$ cat config.mk
export PLATFORM = sky130hd
export DESIGN_NAME = current_sense_offset_filter
export DESIGN_NICKNAME = d
export VERILOG_FILES = /design/src/rtl/core/cso_pkg.sv /design/src/rtl/core/cso_csr.sv /design/src/rtl/core/cso_ctrl.sv /design/src/rtl/core/cso_dp.sv /design/src/rtl/core/current_sense_offset_filter.sv
export SDC_FILE = /design/constraint.sdc
export NUM_CORES = 2
export LEC_CHECK = 0
export BUFFER_PORTS_ARGS = -buffer_cell sky130_fd_sc_hd__buf_2
export CAP_MARGIN = 15
export CORE_MARGIN = 2
export CORE_UTILIZATION = 50
export CTS_BUF_LIST = sky130_fd_sc_hd__clkbuf_8 sky130_fd_sc_hd__clkbuf_16
export DETAILED_ROUTE_END_ITERATION = 6
export GPL_TIMING_DRIVEN = 0
export HOLD_SLACK_MARGIN = 0.15
export PLACE_DENSITY = 0.66
export SETUP_SLACK_MARGIN = 0.4
export SYNTH_ARGS = -nofsm -noshare
export SYNTH_HDL_FRONTEND = slang
export SYNTH_SLANG_ARGS = --single-unit
$ cat constraint.sdc
create_clock -name clock -period 11.1 [get_ports clock]
set_clock_uncertainty 0.1 [all_clocks]
set_input_delay 0.555 -clock clock [delete_from_list [all_inputs] [get_ports clock]]
set_output_delay 0.555 -clock clock [all_outputs]
set_load 0.01 [all_outputs]
$ cat src/rtl/core/cso_pkg.sv
`default_nettype none
package cso_pkg;

   localparam int RING_DEPTH = 10;
   localparam int ADC_BITS   = 12;

   localparam int IDX_W    = $clog2(RING_DEPTH);
   localparam int SAMPLE_W = ADC_BITS + 1;
   // nine samples of SAMPLE_W bits plus headroom
   localparam int SUM_W    = SAMPLE_W + $clog2(RING_DEPTH);
   localparam int OUT_W    = 16;
   localparam int DIFF_W   = ((SUM_W > OUT_W) ? SUM_W : OUT_W) + 1;
   localparam int COEF_W   = 17;
   localparam int PROD_W   = DIFF_W + COEF_W;
   localparam int ACC_W    = 32;
   localparam int ACC_SHIFT   = 15;
   localparam int SCALE_SHIFT = 14;

   localparam int WINDOW_W = 16;
   localparam int GAIN_W   = 15;
   localparam int SCALE_W  = 16;
   localparam int CSR_IDX_W  = 2;
   localparam int CSR_DATA_W = 16;

   localparam logic [CSR_IDX_W-1:0] CSR_WINDOW = 2'd0;
   localparam logic [CSR_IDX_W-1:0] CSR_GAIN   = 2'd1;
   localparam logic [CSR_IDX_W-1:0] CSR_SCALE  = 2'd2;

   localparam logic [WINDOW_W-1:0] WINDOW_RESET = 16'd3000;
   localparam logic [GAIN_W-1:0]   GAIN_RESET   = 15'd1024;
   localparam logic [SCALE_W-1:0]  SCALE_RESET  = 16'd16384;

   typedef struct packed {
      logic step;
      logic mul_gain;
      logic acc;
      logic mul_scale;
      logic out_load;
   } cso_cmd_type;

   function automatic logic signed [OUT_W-1:0] sat16(input logic signed [31:0] v);
      logic signed [OUT_W-1:0] r;
      if (v > 32'sd32767) begin
         r = 16'sh7FFF;
      end else if (v < -32'sd32768) begin
         r = 16'sh8000;
      end else begin
         r = v[OUT_W-1:0];
      end
      return r;
   endfunction

endpackage
`default_nettype wire

$ cat src/rtl/core/cso_csr.sv
`default_nettype none
module cso_csr (
   input  wire logic                             clock,
   input  wire logic                             reset,
   input  wire logic                             csr_valid,
   input  wire logic [cso_pkg::CSR_IDX_W-1:0]    csr_index,
   input  wire logic [cso_pkg::CSR_DATA_W-1:0]   csr_data,
   output logic      [cso_pkg::WINDOW_W-1:0]     window_ms,
   output logic      [cso_pkg::GAIN_W-1:0]       gain,
   output logic      [cso_pkg::SCALE_W-1:0]      scale
);
   import cso_pkg::*;

   logic [WINDOW_W-1:0] window_ff;
   logic [GAIN_W-1:0]   gain_ff;
   logic [SCALE_W-1:0]  scale_ff;

   always_ff @(posedge clock) begin
      if (reset) begin
         window_ff <= WINDOW_RESET;
         gain_ff   <= GAIN_RESET;
         scale_ff  <= SCALE_RESET;
      end else if (csr_valid) begin
         unique case (csr_index)
            CSR_WINDOW: window_ff <= csr_data[WINDOW_W-1:0];
            CSR_GAIN:   gain_ff   <= csr_data[GAIN_W-1:0];
            CSR_SCALE:  scale_ff  <= csr_data[SCALE_W-1:0];
            default: ;  // unknown index, write dropped
         endcase
      end
   end

   assign window_ms = window_ff;
   assign gain      = gain_ff;
   assign scale     = scale_ff;

endmodule
`default_nettype wire

$ cat src/rtl/core/cso_ctrl.sv
`default_nettype none
module cso_ctrl (
   input  wire logic                 clock,
   input  wire logic                 reset,
   input  wire logic                 req_tvalid,
   output logic                      req_tready,
   output logic                      rsp_tvalid,
   input  wire logic                 rsp_tready,
   output cso_pkg::cso_cmd_type      cmd
);
   import cso_pkg::*;

   typedef enum logic [2:0] {
      S_IDLE,
      S_MUL_GAIN,
      S_ACC,
      S_MUL_SCALE,
      S_OUT
   } state_type;

   state_type state_ff, state_in;
   logic      rsp_valid_ff, rsp_valid_in;
   logic      accept;
   logic      load;

   assign accept = (state_ff == S_IDLE) && req_tvalid;
   // result register frees up in the same cycle it is transferred
   assign load   = (state_ff == S_OUT) && (!rsp_valid_ff || rsp_tready);

   always_comb begin
      state_in = state_ff;
      unique case (state_ff)
         S_IDLE:      if (req_tvalid) state_in = S_MUL_GAIN;
         S_MUL_GAIN:  state_in = S_ACC;
         S_ACC:       state_in = S_MUL_SCALE;
         S_MUL_SCALE: state_in = S_OUT;
         S_OUT:       if (load) state_in = S_IDLE;
         default:     state_in = S_IDLE;
      endcase
   end

   always_comb begin
      rsp_valid_in = rsp_valid_ff;
      if (load) begin
         rsp_valid_in = 1'b1;
      end else if (rsp_tready) begin
         rsp_valid_in = 1'b0;
      end
   end

   always_ff @(posedge clock) begin
      if (reset) begin
         state_ff     <= S_IDLE;
         rsp_valid_ff <= 1'b0;
      end else begin
         state_ff     <= state_in;
         rsp_valid_ff <= rsp_valid_in;
      end
   end

   assign req_tready    = (state_ff == S_IDLE);
   assign rsp_tvalid    = rsp_valid_ff;
   assign cmd.step      = accept;
   assign cmd.mul_gain  = (state_ff == S_MUL_GAIN);
   assign cmd.acc       = (state_ff == S_ACC);
   assign cmd.mul_scale = (state_ff == S_MUL_SCALE);
   assign cmd.out_load  = load;

endmodule
`default_nettype wire

$ cat src/rtl/core/cso_dp.sv
`default_nettype none
module cso_dp (
   input  wire logic                                clock,
   input  wire logic                                reset,
   input  wire cso_pkg::cso_cmd_type                cmd,
   input  wire logic [11:0]                         adc_sample,
   input  wire logic                                motor_running,
   input  wire logic [31:0]                         time_ms,
   input  wire logic [cso_pkg::WINDOW_W-1:0]        window_ms,
   input  wire logic [cso_pkg::GAIN_W-1:0]          gain,
   input  wire logic [cso_pkg::SCALE_W-1:0]         scale,
   output logic signed [cso_pkg::OUT_W-1:0]         filtered_value,
   output logic signed [cso_pkg::OUT_W-1:0]         motor_current
);
   import cso_pkg::*;

   logic        [ADC_BITS-1:0]  offset_ff, offset_in;
   logic signed [SAMPLE_W-1:0]  ring_ff [RING_DEPTH];
   logic        [IDX_W-1:0]     idx_ff, idx_in;
   logic signed [SUM_W-1:0]     sum_ff, sum_in;
   logic        [ACC_W-1:0]     acc_ff, acc_in;
   logic signed [OUT_W-1:0]     fo_ff, fo_in;
   logic signed [PROD_W-1:0]    prod_ff, prod_in;
   logic signed [OUT_W-1:0]     fv_ff, cur_ff;

   logic        [ADC_BITS-1:0]  sample;
   logic        [ADC_BITS:0]    half_sum;
   logic                        learn;
   logic signed [SAMPLE_W-1:0]  corrected;
   logic signed [DIFF_W-1:0]    mul_a;
   logic signed [COEF_W-1:0]    mul_b;
   logic signed [OUT_W-1:0]     cur_in;

   // ---- ring step, done in the transfer cycle
   assign sample   = adc_sample[ADC_BITS-1:0];
   assign learn    = !motor_running && (time_ms < {16'd0, window_ms});
   assign half_sum = {1'b0, offset_ff} + {1'b0, sample};
   assign offset_in = learn ? half_sum[ADC_BITS:1] : offset_ff;
   assign corrected = $signed({1'b0, sample}) - $signed({1'b0, offset_in});
   assign idx_in = (idx_ff == IDX_W'(RING_DEPTH - 1)) ? '0 : idx_ff + 1'b1;
   // slot at the advanced index drops out of the window
   assign sum_in = sum_ff + SUM_W'(corrected) - SUM_W'(ring_ff[idx_in]);

   // ---- shared multiplier
   always_comb begin
      if (cmd.mul_scale) begin
         mul_a = DIFF_W'(fo_ff);
         mul_b = $signed({1'b0, scale});
      end else begin
         mul_a = DIFF_W'(sum_ff) - DIFF_W'(fo_ff);
         mul_b = $signed({2'b00, gain});
      end
   end
   assign prod_in = PROD_W'(mul_a) * PROD_W'(mul_b);

   // ---- accumulate and saturate
   assign acc_in = acc_ff + prod_ff[ACC_W-1:0];
   assign fo_in  = sat16(32'($signed(acc_in[ACC_W-1:ACC_SHIFT])));
   assign cur_in = sat16(32'($signed(prod_ff[PROD_W-1:SCALE_SHIFT])));

   always_ff @(posedge clock) begin
      if (reset) begin
         offset_ff <= '0;
         idx_ff    <= '0;
         sum_ff    <= '0;
         acc_ff    <= '0;
         fo_ff     <= '0;
         for (int i = 0; i < RING_DEPTH; i++) begin
            ring_ff[i] <= '0;
         end
      end else begin
         if (cmd.step) begin
            offset_ff       <= offset_in;
            ring_ff[idx_ff] <= corrected;
            idx_ff          <= idx_in;
            sum_ff          <= sum_in;
         end
         if (cmd.acc) begin
            acc_ff <= acc_in;
            fo_ff  <= fo_in;
         end
      end
   end

   always_ff @(posedge clock) begin
      if (cmd.mul_gain || cmd.mul_scale) begin
         prod_ff <= prod_in;
      end
      if (cmd.out_load) begin
         fv_ff  <= fo_ff;
         cur_ff <= cur_in;
      end
   end

   assign filtered_value = fv_ff;
   assign motor_current  = cur_ff;

endmodule
`default_nettype wire

$ cat src/rtl/core/current_sense_offset_filter.sv
`default_nettype none
// the result is registered after the states MUL_GAIN, ACC, MUL_SCALE and OUT, and OUT waits
// while a held result is not taken; a new item is accepted only in IDLE, so the pace is set
// by the single shared multiplier, used once for the filter gain and once for the scale
// reset: synchronous, active high; clears offset, ring, window sum and filter state
// and restores the calibration window, gain and scale registers to their defaults
module current_sense_offset_filter (
   input  wire logic         clock,
   input  wire logic         reset,
   input  wire logic         req_tvalid,
   output logic              req_tready,
   input  wire logic [47:0]  req_tdata,   // adc_sample[11:0], time_ms[43:12], zero pad
   input  wire logic         req_tuser,   // motor_running
   output logic              rsp_tvalid,
   input  wire logic         rsp_tready,
   output logic      [31:0]  rsp_tdata,   // filtered_value[15:0], motor_current[31:16]
   input  wire logic         csr_valid,
   output logic              csr_ready,
   input  wire logic [cso_pkg::CSR_IDX_W-1:0]  csr_index,
   input  wire logic [cso_pkg::CSR_DATA_W-1:0] csr_data
);
   import cso_pkg::*;

   cso_cmd_type         cmd;
   logic [WINDOW_W-1:0] window_ms;
   logic [GAIN_W-1:0]   gain;
   logic [SCALE_W-1:0]  scale;
   logic signed [OUT_W-1:0] filtered_value;
   logic signed [OUT_W-1:0] motor_current;

   assign csr_ready = 1'b1;

   cso_csr u_csr (
      .clock     (clock),
      .reset     (reset),
      .csr_valid (csr_valid),
      .csr_index (csr_index),
      .csr_data  (csr_data),
      .window_ms (window_ms),
      .gain      (gain),
      .scale     (scale)
   );

   cso_ctrl u_ctrl (
      .clock      (clock),
      .reset      (reset),
      .req_tvalid (req_tvalid),
      .req_tready (req_tready),
      .rsp_tvalid (rsp_tvalid),
      .rsp_tready (rsp_tready),
      .cmd        (cmd)
   );

   cso_dp u_dp (
      .clock          (clock),
      .reset          (reset),
      .cmd            (cmd),
      .adc_sample     (req_tdata[11:0]),
      .motor_running  (req_tuser),
      .time_ms        (req_tdata[43:12]),
      .window_ms      (window_ms),
      .gain           (gain),
      .scale          (scale),
      .filtered_value (filtered_value),
      .motor_current  (motor_current)
   );

   assign rsp_tdata = {motor_current, filtered_value};

endmodule
`default_nettype wire

[After elaboration in Yosys (flattened, before gate mapping)]
Memories as Yosys holds them, arrays and structs flattened.
Cells that the tools add are included.
Cells by class
  $add $sub $neg: 7
  multipliers: 1
  $lt $le $gt $ge: 5
  equal/unequal tests: 9
  multiplexer cells: 20
  reductions and logical operators: 15
Operators with widths (number)
  $mux W16: 4
  $mul A18 B17 Y35: 1
  $add A32 B32 Y32: 1
  $lt A32 B16 Y1: 1
  $gt A21 B16 Y1 const B: 1
  $lt A21 B16 Y1 const B: 1
  $mux W18: 1
  $sub A17 B16 Y18: 1
  $add A17 B13 Y17: 1
  $gt A17 B16 Y1 const B: 1
  $lt A17 B16 Y1 const B: 1
  $sub A17 B13 Y17: 1
  $pmux W3 S5: 1
  $add A12 B12 Y13: 1
  $mux W13: 1
  $reduce_or A13 Y1: 1
  $sub A12 B12 Y13: 1
  $mux W12: 1
  $mux W1: 8
  $mux W4: 2
  $reduce_and A2 Y1: 4
  $eq A3 B2 Y1 const B: 2
  $mux W3: 2
  $add A4 B1 Y4 const B: 1
  13 further kinds: 17
Storage, ports and cells
  register bits: 199
  bits in writable memories: 130
  output and inout bits: 35
  word-level logic and storage cells: 71
  memories: 1
Memory list
  u_dp.ring_ff: words 10, width 13, rd ports 1, clocked after Yosys merged registers in 0, wr ports 10, line cso_dp.sv:18  | logic signed [SAMPLE_W-1:0] ring_ff [RING_DEPTH];

[Depth between registers and ports, before layout]
  depth in word-level cells: 7
  mapped depth: 37

[Cells and area by module]
A second synthesis with hierarchy kept.
Second synthesis, totals
  cell total of the unflattened synthesis: 3384
  area, all modules: 33191.8 um^2
Modules (own cells, without submodules)
  cso_dp: times used 1, cells each 3176, area an instance 31031.0 um^2, seq. area each 9879.5 um^2
  cso_csr: times used 1, cells each 184, area an instance 1935.6 um^2, seq. area each 940.9 um^2
  cso_ctrl: times used 1, cells each 22, area an instance 214.0 um^2, seq. area each 80.1 um^2
  current_sense_offset_filter: times used 1, cells each 2, area an instance 11.3 um^2, seq. area each 0.0 um^2

[Worst setup path before layout]
No wires, ideal clock.
  path kind: register -> register
  start point: register u_ctrl.state_ff[0]
  end point: register u_dp.prod_ff[34], data pin
  arrival time: 8.695 ns
  path slack: 2.041 ns
  cell stages (with the launch flop): 26
  buffers on the path: 3
  clock period less this slack: 9.059 ns
  cell sequence: dfxtp_1 > nor2b_1 > nand2_1 > nor2_1 > clkbuf_1 > clkbuf_1 > a22oi_1 > fa_1 > inv_1 > fa_1 > clkbuf_1 > xor2_1 > xor2_1 > fa_1 > fa_1 > inv_1 > fa_1 > inv_1 > ha_1 > a21o_1 > a21oi_1 > o21ai_0 > nor2_1 > o21ai_0 > a311oi_1 > xnor2_1
On the way
  longest elaborated chain between the ends: 3
RTL lines
  start, declared: line cso_ctrl.sv:21  | state_type state_ff, state_in;
  start signal, assigned: line cso_ctrl.sv:56  | state_ff <= state_in;
  $eq A3 B2 Y1 (*): line cso_ctrl.sv:66  | assign cmd.mul_scale = (state_ff == S_MUL_SCALE);
  $mux W18 or $mux W16 (tied branches): line cso_dp.sv:46  | if (cmd.mul_scale) begin
  $mul A18 B17 Y35 (*): line cso_dp.sv:54  | assign prod_in = PROD_W'(mul_a) * PROD_W'(mul_b);
  net u_dp.prod_in[34]: line cso_dp.sv:23  | logic signed [PROD_W-1:0] prod_ff, prod_in;
  end signal, assigned: line cso_dp.sv:87  | prod_ff <= prod_in;
  end, declared: line cso_dp.sv:23
The timed path passes the listed nets; every way through them passes the cells marked *.
A chain may end at the register's enable or synchronous reset.

[Worst setup path after layout]
  start point: register u_dp.fo_ff[1]
  end point: register u_dp.prod_ff[34], data pin
On the way
  longest elaborated chain between the ends: 3
RTL lines
  start, declared: line cso_dp.sv:22  | logic signed [OUT_W-1:0] fo_ff, fo_in;
  start signal, assigned: line cso_dp.sv:80  | fo_ff <= fo_in;
  $sub A17 B16 Y18: line cso_dp.sv:50  | mul_a = DIFF_W'(sum_ff) - DIFF_W'(fo_ff);
  $mux W18 (*): line cso_dp.sv:46
  $mul A18 B17 Y35 (*): line cso_dp.sv:54
  net u_dp.prod_in[34]: line cso_dp.sv:23
Marks and branches as above.

==> qor.txt <==
port bufs: 101
CTS sink cnt: 407
yosys warns: 0
critical path launch point: u_dp.fo_ff[1]$_SDFFE_PP0P_
# diodes: 0
cts bufs inserted: 44
H-Tree Depth: 2
FF-to-FF setup slack: 1.01 ns
ratio of final minimum period to clock period: 90.9%
Syn Area/Cell: 10.2 µm²
Ports: 107
Yosys reg bits: 407
FMAX: 0.0992 GHz
top post-synthesis cells by count: inv_1, nand2_1, nor2_1
CP arrival: 10.30 ns
Reg-to-Reg End: u_dp.prod_ff[34]$_DFFE_PP_
Die Wd: 257 µm
crit-path max FO: 10
final hold violations: 0
CTS tree: yes
Nets: 3,888
Req. time, crit path: 11.31 ns
GR Util All Layers: 27.4%
Final Max Tran Viols: 0
vias per cell: 5.64
max_slew headroom: 15.3%
final instance area: 35,300 µm²
maxcap violations: 0
Clock Tree Root: clkbuf_16
most frequent CP cell: fa_1
Worst Tran Pin Value: 1.27 ns
most common cell in the netlist: inv_1
delay-heaviest family, CP: adder cells
post-route ant nets: 0
net count of the mapped netlist: 3,716
Setup CP Type: flip-flop to flip-flop
Std-Cell Rows: 92
CP max stage cell: xor2_1
cell count after synthesis: 3,143
clock buffer depth: 3
synth unique cells: 86
GP Congestion: 0.958
sequential share of the synthesized area: 34.1%
utilization after layout: 55.9%
synthesized cell area: 32,000 µm²
fill cell count: 5,588
initial antenna violation count: 0
Post-Route WL: 89,100 µm
crit path launch type: flip-flop
DRT Pass-1 Iters: 6
CP Depth: 32
Die Y: 257 µm
hold depth: 3
pre-CTS setup slack: 0.752 ns
via count: 23,700
crit path time final: 10.09 ns
gr ovfl total: 0
CTS clk-pin slew, worst paths: 0.06 ns
dpl hpwl: 71,600 µm
ys async rst share: 0%
Residual DRC: 0
Crit path largest cell delay: 0.67 ns
share of cells above drive strength 1: 8.84%
first-pass GRT wire length: 139,000 µm
outcome: finished clean
final worst slack: 1.01 ns
latest clock arrival within the worst-skew pair: 0.62 ns
Die ar.: 66,000 µm²
Area contributors post-synth: edfxtp_1, fa_1, dfxtp_1
Core ar.: 63,100 µm²
Starting Density: 50.7%
RSZ-0062 raised after global routing: false
Top FF cell, synth: edfxtp_1
Routed WL per cell: 21.2 µm
worst setup path end: u_dp.prod_ff[34]$_DFFE_PP_
R2R depth: 32
Worst setup EP type: flip-flop
Post-synth EDFFs: 275
HP Class: primary input to flip-flop
Synth area leader: edfxtp_1
area delta synth->final: 10.3%
post-synth top area share: 25.8%
pin count of the biggest net entering global routing: 38
Final setup viols: 0
placement-stage cell area: 33,600 µm²
Worst Path Buf+Inv: 6
worst reg2reg startpoint: u_dp.fo_ff[1]$_SDFFE_PP0P_
Iter 0 DRT Violations: 1,642
vias in the first global route: 24,300
-- worst min-delay path, cell delays in order --
cell and delay [ns]:
buf_2 0.13, o21ai_0 0.09, nor2_1 0.09
-- flip-flops by register name, summed over array words and instances, names as in the netlist --
name / flops
u_ctrl.rsp_tvalid: 1
u_dp.fo_ff: 16
u_dp.offset_ff: 12
u_dp.filtered_value: 16
u_dp.prod_ff: 35
u_dp.sum_ff: 17
u_dp.ring_ff: 208
u_csr.scale: 16
u_ctrl.state_ff: 3
u_dp.idx_ff: 4
u_csr.window_ms: 16
u_dp.acc_ff: 32
u_csr.gain: 15
u_dp.motor_current: 16
-- worst min-delay path by stage --
stage	start	end	slack, ns
5_1_grt	req_tvalid	u_ctrl.state_ff[0]$_SDFFE_PP0P_	0.24
2_1_floorplan	u_dp.acc_ff[13]$_SDFFE_PP0P_	u_dp.acc_ff[13]$_SDFFE_PP0P_	0.34
4_1_cts	req_tvalid	u_ctrl.state_ff[0]$_SDFFE_PP0P_	0.20
3_5_place_dp	u_dp.acc_ff[4]$_SDFFE_PP0P_	u_dp.acc_ff[4]$_SDFFE_PP0P_	0.35
3_3_place_gp	u_dp.acc_ff[2]$_SDFFE_PP0P_	u_dp.acc_ff[2]$_SDFFE_PP0P_	0.34
6_report	req_tvalid	u_ctrl.state_ff[0]$_SDFFE_PP0P_	0.22
-- kinds of logic (layout without fill, tap and decap cells) --
family	Yosys count	in the layout	synth area share, %
muxes	103	103	5.78
DFF	407	407	34.1
other	1	1	0.0117
AOI/OAI and AO/OA	489	489	10.0
adders and majority gates	512	512	27.2
xor gates and xnor gates	121	121	3.36
and+or+nand+nor	930	930	12.6
buffers and inverters	580	786	6.95
-- cell type report --
type / count / area [µm²] / share of cell area (%)
clock inverters: 36 / 365 / 1.04
multi-input cells: 2156 / 18900 / 53.5
clock buffers: 44 / 1100 / 3.12
well taps: 846 / 1060 / 3.00
repair buffers: 126 / 741 / 2.10
flip-flops and latches: 407 / 10900 / 30.9
inverters: 462 / 1730 / 4.92
plain buffers: 118 / 488 / 1.38
-- timing repair --
action	in CTS	in global routing
hold buffers	16	0
buffers inserted	0	0
resized for setup	0	0
endpoints found under the hold margin	46	0
-- through the flow --
| step | std cells | hold slack, ns | TNS, ns |
|---|---|---|---|
| floorplan | 3143 | 0.336 | 0 |
| global placement | 4090 | 0.342 | -3.83 |
| detailed placement | 4098 | 0.352 | 0 |
| CTS | 4194 | 0.196 | 0 |
| global route | 4195 | 0.244 | 0 |
| finish | 4195 | 0.220 | 0 |
-- cell usage in the layout (no fill, tap or decap), types with 13 or more instances in the layout --
cell and n:
and3_1 28, mux2i_1 37, nor3_1 34, a211oi_1 24, xnor2_1 87, nand2b_1 27, a21o_1 60, fa_1 308
nor2b_1 32, clkbuf_1 94, inv_1 471, xor2_1 32, o21ai_0 54, a22oi_1 13, o21bai_1 16, nand2_1 383
buf_2 111, ha_1 193, and2_1 20, edfxtp_1 275, clkbuf_16 44, mux4_2 65, nand3_1 26, o21a_1 20
dfxtp_1 132, nor2_1 321, a21oi_1 191, dlygate4sd3_1 16
-- per-layer routing --
layer | global-route usage, % | wire (µm)
met1 | 36.6 | 37200
met2 | 45.9 | 42700
met3 | 3.88 | 5950
met4 | 9.48 | 3250
met5 | 0 | 0
Power is left out: the tool's default activity adds up to more than one toggle a clock period on the data nets, which glitch-free logic cannot reach.
